### config.mk
export PLATFORM = sky130hd
export DESIGN_NAME = voice_allocator_oldest_steal_top
export DESIGN_NICKNAME = d
export VERILOG_FILES = /design/src/design/vaos_pkg.sv /design/src/design/vaos_unit.sv /design/src/design/voice_allocator_oldest_steal_top.sv
export SDC_FILE = /design/constraint.sdc
export NUM_CORES = 1
export LEC_CHECK = 0
export BUFFER_PORTS_ARGS = -buffer_cell sky130_fd_sc_hd__buf_2
export CORE_MARGIN = 3
export CORE_UTILIZATION = 25
export CTS_CLUSTER_DIAMETER = 40
export DETAILED_ROUTE_END_ITERATION = 6
export PLACE_DENSITY = 0.37
export REMOVE_ABC_BUFFERS = 1
export SETUP_SLACK_MARGIN = 0.05
export SLEW_MARGIN = 20
export SYNTH_ARGS = -nofsm -noshare
export SYNTH_HDL_FRONTEND = slang
export SYNTH_SLANG_ARGS = --single-unit
export TNS_END_PERCENT = 1
### constraint.sdc
create_clock -name clk -period 8.1 [get_ports clk]
set_input_delay 1.215 -clock clk [delete_from_list [all_inputs] [get_ports clk]]
set_output_delay 1.215 -clock clk [all_outputs]
set_load 0.005 [all_outputs]
### src/design/vaos_pkg.sv
// shared types, codes, constants and helpers of the voice allocator
package vaos_pkg;

  localparam int VOICES_DEF = 8;
  localparam int NOTE_MOD   = 11;

  localparam logic [14:0] GAIN_ONE = 15'd16384;

  // result action codes
  localparam logic [2:0] ACT_IGNORED = 3'd0;
  localparam logic [2:0] ACT_RETRIG  = 3'd1;
  localparam logic [2:0] ACT_FREE    = 3'd2;
  localparam logic [2:0] ACT_STEAL   = 3'd3;
  localparam logic [2:0] ACT_RELEASE = 3'd4;

  // compare flags of one voice entry from the shared unit
  typedef struct packed {
    logic hit;     // loaded with the requested note
    logic free;    // no age held
    logic oldest;  // sounding with age zero
    logic above;   // sounding with age above the gap
  } flags_t;

  // note modulo 11 by reciprocal multiply and one correction
  function automatic logic [3:0] mod11(input logic [7:0] v);
    logic [15:0] p;
    logic [4:0]  q;
    logic [8:0]  r;
    p = 16'(v) * 16'd186;
    q = p[15:11];
    r = 9'(v) - 9'(q) * 9'(NOTE_MOD);
    if (r >= 9'(NOTE_MOD)) begin
      r = r - 9'(NOTE_MOD);
    end
    return r[3:0];
  endfunction

  // clamp a non-negative q2.14 amplitude to 1.0
  function automatic logic [14:0] clamp_gain(input logic signed [15:0] a);
    logic [14:0] m;
    m = a[14:0];
    if (m > GAIN_ONE) begin
      m = GAIN_ONE;
    end
    return m;
  endfunction

endpackage

### src/design/vaos_unit.sv
// shared compare and decrement unit applied to one voice entry per cycle
module vaos_unit #(
  parameter int AW = 3
) (
  input  logic                 busy_i,
  input  logic [AW-1:0]        age_i,
  input  logic                 loaded_i,
  input  logic [3:0]           note_i,
  input  logic [3:0]           n_i,
  input  logic [AW-1:0]        gap_age_i,
  output vaos_pkg::flags_t     flags_o,
  output logic [AW-1:0]        age_dec_o
);

  always_comb begin
    flags_o.hit    = loaded_i && (note_i == n_i);
    flags_o.free   = !busy_i;
    flags_o.oldest = busy_i && (age_i == '0);
    flags_o.above  = busy_i && (age_i > gap_age_i);
  end

  assign age_dec_o = age_i - AW'(1);

endmodule

### src/design/voice_allocator_oldest_steal_top.sv
// polyphonic voice allocator with oldest-voice stealing, top level
// usage: input channel (in_valid / in_stall) carries one word per event:
//   in_command 0 is a note_on with in_note and signed q2.14 in_amplitude,
//   in_command 1 is a voice_finished for voice in_voice.
//   output channel (out_valid / out_stall) returns exactly one word per
//   input word: chosen or released voice, action code, clamped gain and
//   the number of voices sounding afterwards.
// timing: a sequencer walks the voice table one entry a cycle through a
//   single compare / decrement unit, so the cost scales with VOICES:
//     note_on with negative amplitude        no table pass
//     note_on retrigger or free voice        a scan pass, then decide
//     note_on that steals the oldest voice   scan pass, decide, age pass
//     voice_finished on a sounding voice     voice check, then age pass
//     voice_finished ignored                 voice check only
//   in_stall is high while an event is being worked on.
// reset: synchronous active-low rst_n frees every voice, clears loaded
//   notes and the sounding count; no clearing pass is needed
// backpressure: the result sits in an output register; a new event is
//   taken while it waits, the next result holds until out_stall drops
module voice_allocator_oldest_steal_top #(
  parameter int VOICES = vaos_pkg::VOICES_DEF
) (
  input  logic               clk,
  input  logic               rst_n,
  input  logic               in_valid,
  output logic               in_stall,
  input  logic               in_command,
  input  logic [7:0]         in_note,
  input  logic [2:0]         in_voice,
  input  logic signed [15:0] in_amplitude,
  output logic               out_valid,
  input  logic               out_stall,
  output logic [2:0]         out_voice_index,
  output logic [2:0]         out_action,
  output logic [14:0]        out_gain,
  output logic [3:0]         out_sounding_count
);

  // index / age width and sounding count width
  localparam int AW = (VOICES > 1) ? $clog2(VOICES) : 1;
  localparam int SW = $clog2(VOICES + 1);
  localparam logic [AW-1:0] LAST = AW'(VOICES - 1);

  // sequencer states
  localparam logic [2:0] ST_IDLE   = 3'd0;
  localparam logic [2:0] ST_SCAN   = 3'd1;  // search for hit, free, oldest
  localparam logic [2:0] ST_DECIDE = 3'd2;
  localparam logic [2:0] ST_FCHK   = 3'd3;  // check the finished voice
  localparam logic [2:0] ST_DEC    = 3'd4;  // close the age gap
  localparam logic [2:0] ST_FINAL  = 3'd5;
  localparam logic [2:0] ST_DONE   = 3'd6;  // result waits for output slot

  // voice table
  logic [AW-1:0]     age_r    [VOICES];
  logic [AW-1:0]     age_nxt  [VOICES];
  logic [3:0]        note_r   [VOICES];
  logic [3:0]        note_nxt [VOICES];
  logic [VOICES-1:0] busy_r, busy_nxt;
  logic [VOICES-1:0] loaded_r, loaded_nxt;
  logic [SW-1:0]     sounding_r, sounding_nxt;

  // sequencer
  logic [2:0]    state_r, state_nxt;
  logic [AW-1:0] j_r, j_nxt;
  logic          op_fin_r, op_fin_nxt;
  logic [3:0]    n_r, n_nxt;
  logic [2:0]    vin_r, vin_nxt;
  logic [AW-1:0] tgt_r, tgt_nxt;
  logic [AW-1:0] gap_age_r, gap_age_nxt;
  logic          hit_found_r, hit_found_nxt;
  logic [AW-1:0] hit_idx_r, hit_idx_nxt;
  logic          free_found_r, free_found_nxt;
  logic [AW-1:0] free_idx_r, free_idx_nxt;
  logic          old_found_r, old_found_nxt;
  logic [AW-1:0] old_idx_r, old_idx_nxt;

  // pending result
  logic [2:0]  res_vidx_r, res_vidx_nxt;
  logic [2:0]  res_action_r, res_action_nxt;
  logic [14:0] res_gain_r, res_gain_nxt;

  // output register
  logic        out_valid_r, out_valid_nxt;
  logic [2:0]  out_vidx_r, out_vidx_nxt;
  logic [2:0]  out_action_r, out_action_nxt;
  logic [14:0] out_gain_r, out_gain_nxt;
  logic [3:0]  out_cnt_r, out_cnt_nxt;

  // single table read port
  logic [AW-1:0]    rd_idx;
  logic [AW+2:0]    vin_ext;
  logic [AW-1:0]    vin_idx;
  logic             vin_in_range;
  logic [SW+3:0]    cnt_ext;
  vaos_pkg::flags_t flags;
  logic [AW-1:0]    age_dec;

  function automatic logic [2:0] idx3(input logic [AW-1:0] x);
    logic [AW+2:0] e;
    e = (AW+3)'(x);
    return e[2:0];
  endfunction

  assign vin_ext      = (AW+3)'(vin_r);
  assign vin_idx      = vin_ext[AW-1:0];
  assign vin_in_range = (6'(vin_r) < 6'(VOICES));
  assign rd_idx       = (state_r == ST_FCHK) ? vin_idx : j_r;
  assign cnt_ext      = (SW+4)'(sounding_r);

  vaos_unit #(
    .AW (AW)
  ) u_unit (
    .busy_i    (busy_r[rd_idx]),
    .age_i     (age_r[rd_idx]),
    .loaded_i  (loaded_r[rd_idx]),
    .note_i    (note_r[rd_idx]),
    .n_i       (n_r),
    .gap_age_i (gap_age_r),
    .flags_o   (flags),
    .age_dec_o (age_dec)
  );

  always_comb begin
    age_nxt        = age_r;
    note_nxt       = note_r;
    busy_nxt       = busy_r;
    loaded_nxt     = loaded_r;
    sounding_nxt   = sounding_r;
    state_nxt      = state_r;
    j_nxt          = j_r;
    op_fin_nxt     = op_fin_r;
    n_nxt          = n_r;
    vin_nxt        = vin_r;
    tgt_nxt        = tgt_r;
    gap_age_nxt    = gap_age_r;
    hit_found_nxt  = hit_found_r;
    hit_idx_nxt    = hit_idx_r;
    free_found_nxt = free_found_r;
    free_idx_nxt   = free_idx_r;
    old_found_nxt  = old_found_r;
    old_idx_nxt    = old_idx_r;
    res_vidx_nxt   = res_vidx_r;
    res_action_nxt = res_action_r;
    res_gain_nxt   = res_gain_r;
    out_valid_nxt  = out_valid_r;
    out_vidx_nxt   = out_vidx_r;
    out_action_nxt = out_action_r;
    out_gain_nxt   = out_gain_r;
    out_cnt_nxt    = out_cnt_r;

    if (out_valid_r && !out_stall) begin
      out_valid_nxt = 1'b0;
    end

    unique case (state_r)
      ST_IDLE: begin
        if (in_valid) begin
          if (in_command) begin
            op_fin_nxt = 1'b1;
            vin_nxt    = in_voice;
            state_nxt  = ST_FCHK;
          end else if (in_amplitude[15]) begin
            res_vidx_nxt   = 3'd0;
            res_action_nxt = vaos_pkg::ACT_IGNORED;
            res_gain_nxt   = 15'd0;
            state_nxt      = ST_DONE;
          end else begin
            op_fin_nxt     = 1'b0;
            n_nxt          = vaos_pkg::mod11(in_note);
            res_gain_nxt   = vaos_pkg::clamp_gain(in_amplitude);
            hit_found_nxt  = 1'b0;
            free_found_nxt = 1'b0;
            old_found_nxt  = 1'b0;
            j_nxt          = '0;
            state_nxt      = ST_SCAN;
          end
        end
      end

      ST_SCAN: begin
        // keep the first voice of each kind
        if (flags.hit && !hit_found_r) begin
          hit_found_nxt = 1'b1;
          hit_idx_nxt   = j_r;
        end
        if (flags.free && !free_found_r) begin
          free_found_nxt = 1'b1;
          free_idx_nxt   = j_r;
        end
        if (flags.oldest && !old_found_r) begin
          old_found_nxt = 1'b1;
          old_idx_nxt   = j_r;
        end
        if (j_r == LAST) begin
          state_nxt = ST_DECIDE;
        end else begin
          j_nxt = j_r + AW'(1);
        end
      end

      ST_DECIDE: begin
        priority if (hit_found_r) begin
          // retrigger; a free voice becomes the newest
          if (!busy_r[hit_idx_r]) begin
            age_nxt[hit_idx_r]  = AW'(sounding_r);
            busy_nxt[hit_idx_r] = 1'b1;
            sounding_nxt        = sounding_r + SW'(1);
          end
          res_vidx_nxt   = idx3(hit_idx_r);
          res_action_nxt = vaos_pkg::ACT_RETRIG;
          state_nxt      = ST_DONE;
        end else if ((sounding_r < SW'(VOICES)) && free_found_r) begin
          age_nxt[free_idx_r]    = AW'(sounding_r);
          busy_nxt[free_idx_r]   = 1'b1;
          note_nxt[free_idx_r]   = n_r;
          loaded_nxt[free_idx_r] = 1'b1;
          sounding_nxt           = sounding_r + SW'(1);
          res_vidx_nxt           = idx3(free_idx_r);
          res_action_nxt         = vaos_pkg::ACT_FREE;
          state_nxt              = ST_DONE;
        end else begin
          // steal the oldest voice, then renumber the rest
          tgt_nxt        = old_found_r ? old_idx_r : '0;
          res_vidx_nxt   = idx3(old_found_r ? old_idx_r : '0);
          res_action_nxt = vaos_pkg::ACT_STEAL;
          gap_age_nxt    = '0;
          j_nxt          = '0;
          state_nxt      = ST_DEC;
        end
      end

      ST_FCHK: begin
        if (vin_in_range && !flags.free) begin
          gap_age_nxt = age_r[rd_idx];
          tgt_nxt     = vin_idx;
          j_nxt       = '0;
          state_nxt   = ST_DEC;
        end else begin
          res_vidx_nxt   = vin_r;
          res_action_nxt = vaos_pkg::ACT_IGNORED;
          res_gain_nxt   = 15'd0;
          state_nxt      = ST_DONE;
        end
      end

      ST_DEC: begin
        if (flags.above) begin
          age_nxt[j_r] = age_dec;
        end
        if (j_r == LAST) begin
          state_nxt = ST_FINAL;
        end else begin
          j_nxt = j_r + AW'(1);
        end
      end

      ST_FINAL: begin
        if (op_fin_r) begin
          busy_nxt[tgt_r] = 1'b0;
          if (sounding_r != '0) begin
            sounding_nxt = sounding_r - SW'(1);
          end
          res_vidx_nxt   = vin_r;
          res_action_nxt = vaos_pkg::ACT_RELEASE;
          res_gain_nxt   = 15'd0;
        end else begin
          age_nxt[tgt_r]    = AW'(sounding_r - SW'(1));
          busy_nxt[tgt_r]   = 1'b1;
          note_nxt[tgt_r]   = n_r;
          loaded_nxt[tgt_r] = 1'b1;
        end
        state_nxt = ST_DONE;
      end

      ST_DONE: begin
        if (!out_valid_r || !out_stall) begin
          out_valid_nxt  = 1'b1;
          out_vidx_nxt   = res_vidx_r;
          out_action_nxt = res_action_r;
          out_gain_nxt   = res_gain_r;
          out_cnt_nxt    = cnt_ext[3:0];
          state_nxt      = ST_IDLE;
        end
      end

      default: begin
        state_nxt = ST_IDLE;
      end
    endcase
  end

  always_ff @(posedge clk) begin
    if (!rst_n) begin
      busy_r      <= '0;
      loaded_r    <= '0;
      sounding_r  <= '0;
      state_r     <= ST_IDLE;
      out_valid_r <= 1'b0;
      for (int i = 0; i < VOICES; i++) begin
        note_r[i] <= 4'd0;
      end
    end else begin
      busy_r      <= busy_nxt;
      loaded_r    <= loaded_nxt;
      sounding_r  <= sounding_nxt;
      state_r     <= state_nxt;
      out_valid_r <= out_valid_nxt;
      note_r      <= note_nxt;
    end
  end

  // payload and working registers, no reset
  always_ff @(posedge clk) begin
    age_r        <= age_nxt;
    j_r          <= j_nxt;
    op_fin_r     <= op_fin_nxt;
    n_r          <= n_nxt;
    vin_r        <= vin_nxt;
    tgt_r        <= tgt_nxt;
    gap_age_r    <= gap_age_nxt;
    hit_found_r  <= hit_found_nxt;
    hit_idx_r    <= hit_idx_nxt;
    free_found_r <= free_found_nxt;
    free_idx_r   <= free_idx_nxt;
    old_found_r  <= old_found_nxt;
    old_idx_r    <= old_idx_nxt;
    res_vidx_r   <= res_vidx_nxt;
    res_action_r <= res_action_nxt;
    res_gain_r   <= res_gain_nxt;
    out_vidx_r   <= out_vidx_nxt;
    out_action_r <= out_action_nxt;
    out_gain_r   <= out_gain_nxt;
    out_cnt_r    <= out_cnt_nxt;
  end

  assign in_stall           = (state_r != ST_IDLE);
  assign out_valid          = out_valid_r;
  assign out_voice_index    = out_vidx_r;
  assign out_action         = out_action_r;
  assign out_gain           = out_gain_r;
  assign out_sounding_count = out_cnt_r;

  // sounding count never exceeds the voice count
  a_sounding_bound: assert property (@(posedge clk) disable iff (!rst_n)
    sounding_r <= SW'(VOICES))
    else $error("sounding count above voice count");

  // between events the busy voices match the sounding count
  a_busy_count: assert property (@(posedge clk) disable iff (!rst_n)
    (state_r == ST_IDLE) |-> ($countones(busy_r) == 32'(sounding_r)))
    else $error("busy voices disagree with sounding count");

  // the gap-closing pass always starts at the first voice
  a_dec_start: assert property (@(posedge clk) disable iff (!rst_n)
    (state_r == ST_DEC && $past(state_r) != ST_DEC) |-> (j_r == '0))
    else $error("age renumbering did not start at voice zero");

  // a voice taken from the free pool leaves at least one sounding
  a_free_counts: assert property (@(posedge clk) disable iff (!rst_n)
    (out_valid && out_action == vaos_pkg::ACT_FREE) |-> (out_sounding_count != 4'd0))
    else $error("free voice taken but nothing sounding");

endmodule
==> metrics.txt, run 1 <==
htree depth 4; HPWL Detailed 21.2 mm; Hold Path Class reg2reg; metal2 WL 14.0 mm; placed cell areas 11000 sq um; Leak 4.51 nW; post-synthesis xor/xnor area fraction 2.09%; critical path required time 8.28 ns; vias in the first global route 7575; cells after synthesis 1000; Die X 206 microns; highest routed layer met4; total CTS buffers 17; global-route wire length before repair 46.1 mm; clk slew on worst S/H paths 0.08 ns; WP buf/inv 6; CP max stage cell fa_1; Max-slew headroom 31.2%; CP Max Fanout 4; final wirelength 29.2 mm; yosys warns 0; critical path's top delay family adder cells; critical path's largest stage delay 0.52 ns; arrival time worst endpoint 7.79 ns; gr usage total 14.2%; Starting Density 25.6%; Peak VDD IR 0.442 mV; vias 7547; Die Height 206 microns; final worst slack 0.485 ns; DP Worst Slack -0.0669 ns; post-route clock period utilization 94.0%; ys flop type edfxtp_1; proportion of netlist area held by the largest area contributor 29.6%; largest cells by area after synthesis edfxtp_1 (30%), dfxtp_1 (11%), ha_1 (8.7%); IO Count 59; startpoint class of the critical path input port; DRT Pass-1 Iters 4; Yosys cell types 75; Post-synth EDFFs 99; # port buffers 58; final net count 1170; CP Class in2reg; syn_area_per_cell 10.0 sq um; TNS Setup 0 ns; final-layout fill cell count 4131; Core Rows 72; Core Box Area 39200 sq um; Final setup viols 0; post-synthesis sequential area ratio 40.8%; clk_skew 0.0190 ns; CTS Sinks 155; Layout area overhead 15.3%; CP endpoint kind register; achievable clock frequency 131 MHz; GRT overflow 0; post-route minimum period 7.62 ns; antenna violations before repair 0; max-slew violations 0; DIE AREA 42600 sq um; status completed; Post-route DRC 0; cell taking the most area after synthesis edfxtp_1; Synth top cells by count edfxtp_1 (99), nor2_1 (93), nand2_1 (83); WL per Instance 18.5 microns; Longest Clk Path Bufs 2; final non-filler cell area 11600 sq um; CTS Root Cell clkbuf_16; worst-margin pin slew 1.03 ns; non-filler cells, final 1580; met1 wire length 13.8 mm; proportion of synthesized area in mux cells 9.21%; Simple-Gate Fraction of Synth Area 15.9%; final hold vios 0; Netlist Area Pre-Place 10000 sq um; dpl cells 1547; Vias/cell 4.78; antenna cell count 0; Synth Area in Compound Gates 14.6%; most frequent cell after synthesis edfxtp_1; Pwr Density 504 nW/um^2; largest net degree at the start of global routing 57; Synth async-reset ratio 0%; share of post-route cells with drive strength above 1 15.4%; antenna-violating nets left 0; Yosys reg bits 155; RSZ-0062 raised after global routing no; clock tree from TritonCTS yes; max cap viols 0; drt initial violations 440; adder-cell area share of the yosys netlist 12.5%; met3 WL 1.08 mm; clk_lat worst skew 0.44 ns; routability congestion estimate 0.749; cell mode on critical path inv_1; largest family of logic cells by synthesized area simple AND/OR/NAND/NOR gates
path summary, 6_finish.rpt:
| path | startpoint | slack [ns] | end | cells after the start |
|---|---|---|---|---|
| setup / recovery | in_note[1] | 0.48 | n_r[1] | 29 |
| hold / removal | res_vidx_r[2] | 0.42 | out_voice_index[2] | 0 |
| setup reg to reg | state_r[0] | 2.94 | age_r[22] | 14 |
| hold reg to reg | res_vidx_r[2] | 0.42 | out_voice_index[2] | 0 |
cell usage in the layout (no fill, tap or decap), drive strengths merged, types with 5 or more instances in the layout:
cell type	count
a211oi	8
a21boi	9
a21oi	49
a22oi	8
a31oi	5
and2	20
buf	88
clkbuf	18
dfxtp	56
edfxtp	99
fa	19
ha	70
inv	73
mux2i	57
mux4	13
nand2	83
nand2b	11
nand3	8
nand3b	6
nand4	5
nor2	93
nor2b	43
nor3	17
nor3b	7
nor4	9
o211ai	10
o21a	9
o21ai	56
o221a	7
o221ai	17
o22ai	9
xnor2	16
xor2	8
registers in the layout, summed over array words and instances, names as in the netlist, 3 cells and up, named ones only:
register            flops
res_action_r            3
note_r                 32
out_action              3
res_vidx_r              3
n_r                     4
gap_age_r               3
state_r                 3
res_gain_r             15
age_r                  24
tgt_r                   3
hit_idx_r               3
free_idx_r              3
loaded_r                8
vin_idx                 3
sounding_r              4
out_gain               15
old_idx_r               3
out_sounding_count      4
out_voice_index         3
j_r                     3
layer usage:
metal,vias up,global-route usage [%]
met4,0,3.76
met2,151,23.6
met5,-,0
li1,3720,-
met3,26,2.06
met1,3650,19.3
cell type report:
cell class,count,area (sq um),area share [%]
Multi-Input combinational cell,724,5510,47.6
Sequential cell,155,4090,35.4
Tap cell,518,648,5.60
Timing Repair Buffer,88,515,4.45
Clock buffer,18,429,3.71
Inverter,63,236,2.04
Clock inverter,14,141,1.22
what timing repair did:
action / 4_1_cts / 5_1_grt
hold endpoints to repair: 0 / 0
buffers inserted: 0 / 1
gates resized for setup: 0 / 7
hold buffers: 0 / 0
endpoints found under the setup margin: 0 / 2
worst register-to-register path: stages (launching register included):
cell and delay (ns):
dfxtp_1 0.70, buf_4 0.43, nand2_1 0.29, o22ai_4 0.56
mux4_2 0.62, mux2i_1 0.46, inv_1 0.09, ha_1 0.30
nor2b_1 0.14, o21a_1 0.16, o21ai_0 0.23, nor2_1 0.08
nor3_1 0.19, or2_1 0.43, a21oi_1 0.20
metrics by stage:
step | hold WS [ns] | power [mW] | utilization (%)
2_1_floorplan | 0.400 | 3.72 | -
3_3_place_gp | 0.401 | 4.89 | 28.0
3_5_place_dp | 0.405 | 4.87 | 28.0
4_1_cts | 0.418 | 5.69 | 29.4
5_1_grt | 0.421 | 6.43 | 29.5
6_report | 0.420 | 5.83 | 29.5
cell families after synthesis:
kind of cell               Yosys count
xor gates and xnor gates            24
DFF                                155
muxes                               73
AOI/OAI and AO/OA                  216
and+or+nand+nor                    322
adders and majority gates           89
buffers and inverters              121
power breakdown:
part	leakage, nW	switching [mW]	internal [mW]
logic	2.86	2.11	1.67
registers	1.37	0.171	1.08
clock network	0.279	0.389	0.412
Power figures use the tool's default switching activity.
==> run 2: changes to the inputs <==
- ABC_AREA: not set -> 1
==> run 2 against run 1 <==
  * Utilization is 0.63 points lower
  * Non-clock buffer count is 22 lower
  * Area after synthesis is 0.72% higher
  * Count of clock-buffer cells in the layout is 6 higher
  * Sequential share of layout area is 0.19 points higher
  * Die area is 0.70% higher
  * Via count is 12% higher
  * Worst hold slack worse by 0.0068 ns
  * Register-to-register slack better by 0.77 ns
  * Worst setup slack better by 0.21 ns
  * Largest cell class unchanged
  * Highest routed layer unchanged
==> metrics.txt, run 2 <==
TNS Setup 0 ns; RSZ-0062 raised after global routing no; gr usage total 14.6%; GRT overflow 0; worst-margin pin slew 1.06 ns; Max-slew headroom 29.4%; Yosys cell types 51; Post-route DRC 0; Core Box Area 39800 sq um; global-route wire length before repair 49.4 mm; Core Rows 73; Starting Density 25.4%; Sequential Area 4090 sq um; CP Class in2reg; startpoint class of the critical path input port; vias in the first global route 8618; cell mode on critical path nand2_1; final wirelength 31.2 mm; most frequent cell after synthesis nand2_1; final net count 1424; Die Height 207 microns; vias 8484; largest cells by area after synthesis edfxtp_1 (29%), dfxtp_1 (11%), ha_1 (8.7%); Synth top cells by count nand2_1 (213), inv_1 (207), nor2_1 (115); critical path's top delay family adder cells; proportion of netlist area held by the largest area contributor 29.4%; total CTS buffers 17; yosys warns 0; HPWL Detailed 23.2 mm; achievable clock frequency 135 MHz; FF-to-FF Start state_r[0]; max reg flops 32; clk_skew 0.0148 ns; clock tree from TritonCTS yes; CTS Sinks 155; WL per Instance 16.9 microns; largest net degree at the start of global routing 50; CTS Root Cell clkbuf_16; Longest Clk Path Bufs 2; Netlist Area Pre-Place 10100 sq um; CP Max Fanout 5; Hold Buf Count CTS 0; clk_lat worst skew 0.43 ns; Yosys reg bits 155; r2r setup slk 3.71 ns; clk slew on worst S/H paths 0.07 ns; post-synthesis sequential area ratio 40.5%; Post-synth EDFFs 99; r2r endpoint age_r[15]; antenna cell count 0; cell taking the most area after synthesis edfxtp_1; Die X 207 microns; critical path required time 8.29 ns; crit path launch in_note[1]; WP buf/inv 8; drt initial violations 529; most frequent cells in the layout nand2_1 (212), inv_1 (207), nor2_1 (113), edfxtp_1 (99), nand3_1 (92); final-layout fill cell count 4354; final hold vios 0; Layout area overhead 13.9%; CP endpoint kind register; WP depth 37; DRT Pass-1 Iters 6; Multi-input gate area 5050 sq um; Synth async-reset ratio 0%; max cap viols 0; DIE AREA 42900 sq um; status completed; post-route minimum period 7.41 ns; Hold Path Class reg2reg; antenna violations before repair 0; critical path's largest stage delay 0.53 ns; syn_area_per_cell 8.06 sq um; FF-to-FF path depth 17; htree depth 4; IO Count 59; max-slew violations 0; Final setup viols 0; Top Registers note_r (32), age_r (24); post-route clock period utilization 91.5%; CP max stage cell fa_1; Setup crit end n_r[0]; Vias/cell 4.61; ys flop type edfxtp_1; antenna-violating nets left 0; leading cell type in the layout, fill and taps excluded nand2_1; Top reg by flops note_r; routability congestion estimate 0.794; arrival time worst endpoint 7.60 ns; share of post-route cells with drive strength above 1 9.95%; cells after synthesis 1254; # port buffers 58
==> run 2: logic make-up after synthesis <==
logic type      after synthesis  synth area share, %
xor+xnor                     17                 1.47
buf+inv                     250                 9.75
fa+ha+maj                    89                 12.4
compound gates              246                 14.1
flops                       155                 40.5
simple gates                497                 21.8
==> run 2: cell type report <==
cell class | instances | share of cell area, %
Sequential cell | 155 | 35.6
Multi-Input combinational cell | 849 | 43.9
Timing Repair Buffer | 66 | 3.04
Inverter | 214 | 7.00
Tap cell | 525 | 5.71
Clock inverter | 8 | 0.500
Clock buffer | 24 | 4.28
==> run 2: repair_timing <==
item,CTS,global route
setup endpoints to repair,0,4
resized for setup,0,6
setup buffers,0,1
==> run 2: how the worst min path moves through the flow <==
stage	from	endpoint	slack, ns	cells after the start
finish	res_action_r[1]	out_action[1]	0.41	0
global route	res_gain_r[5]	out_gain[5]	0.42	0
CTS	res_action_r[1]	out_action[1]	0.42	0
detailed placement	res_gain_r[12]	out_gain[12]	0.40	0
global placement	res_gain_r[14]	out_gain[14]	0.40	0
floorplan	res_action_r[0]	out_action[0]	0.40	0
==> run 2: through the flow <==
step	setup WS, ns	instance area (sq um)	hold slack (ns)	utilization (%)	cells
floorplan	0.648	9930	0.400	-	1218
global placement	0.195	10900	0.402	27.4	1808
detailed placement	0.111	10900	0.405	27.4	1808
CTS	0.542	11500	0.419	28.8	1840
global route	0.0543	11500	0.421	28.9	1841
finish	0.691	11500	0.413	28.9	1841
==> run 2: worst register-to-register path, delay by kind of cell (launching register included) <==
family	cells	cell delay [ns]
AOI/OAI and AO/OA	3	0.72
adders and majority gates	1	0.31
buffers and inverters	3	0.41
DFF	1	0.56
and+or+nand+nor	10	2.07
==> run 2: per-layer routing <==
layer / vias up / part of all wire (%) / GRT usage [%]
li1: 4336 / - / -
met1: 3931 / 47 / 19.2
met2: 183 / 48 / 25.1
met3: 34 / 3.3 / 1.91
met4: 0 / 1.9 / 4.14
met5: - / 0 / 0
Power of run 2 is left out: the tool's default activity adds up to more than one toggle a clock period on the data nets, which glitch-free logic cannot reach.
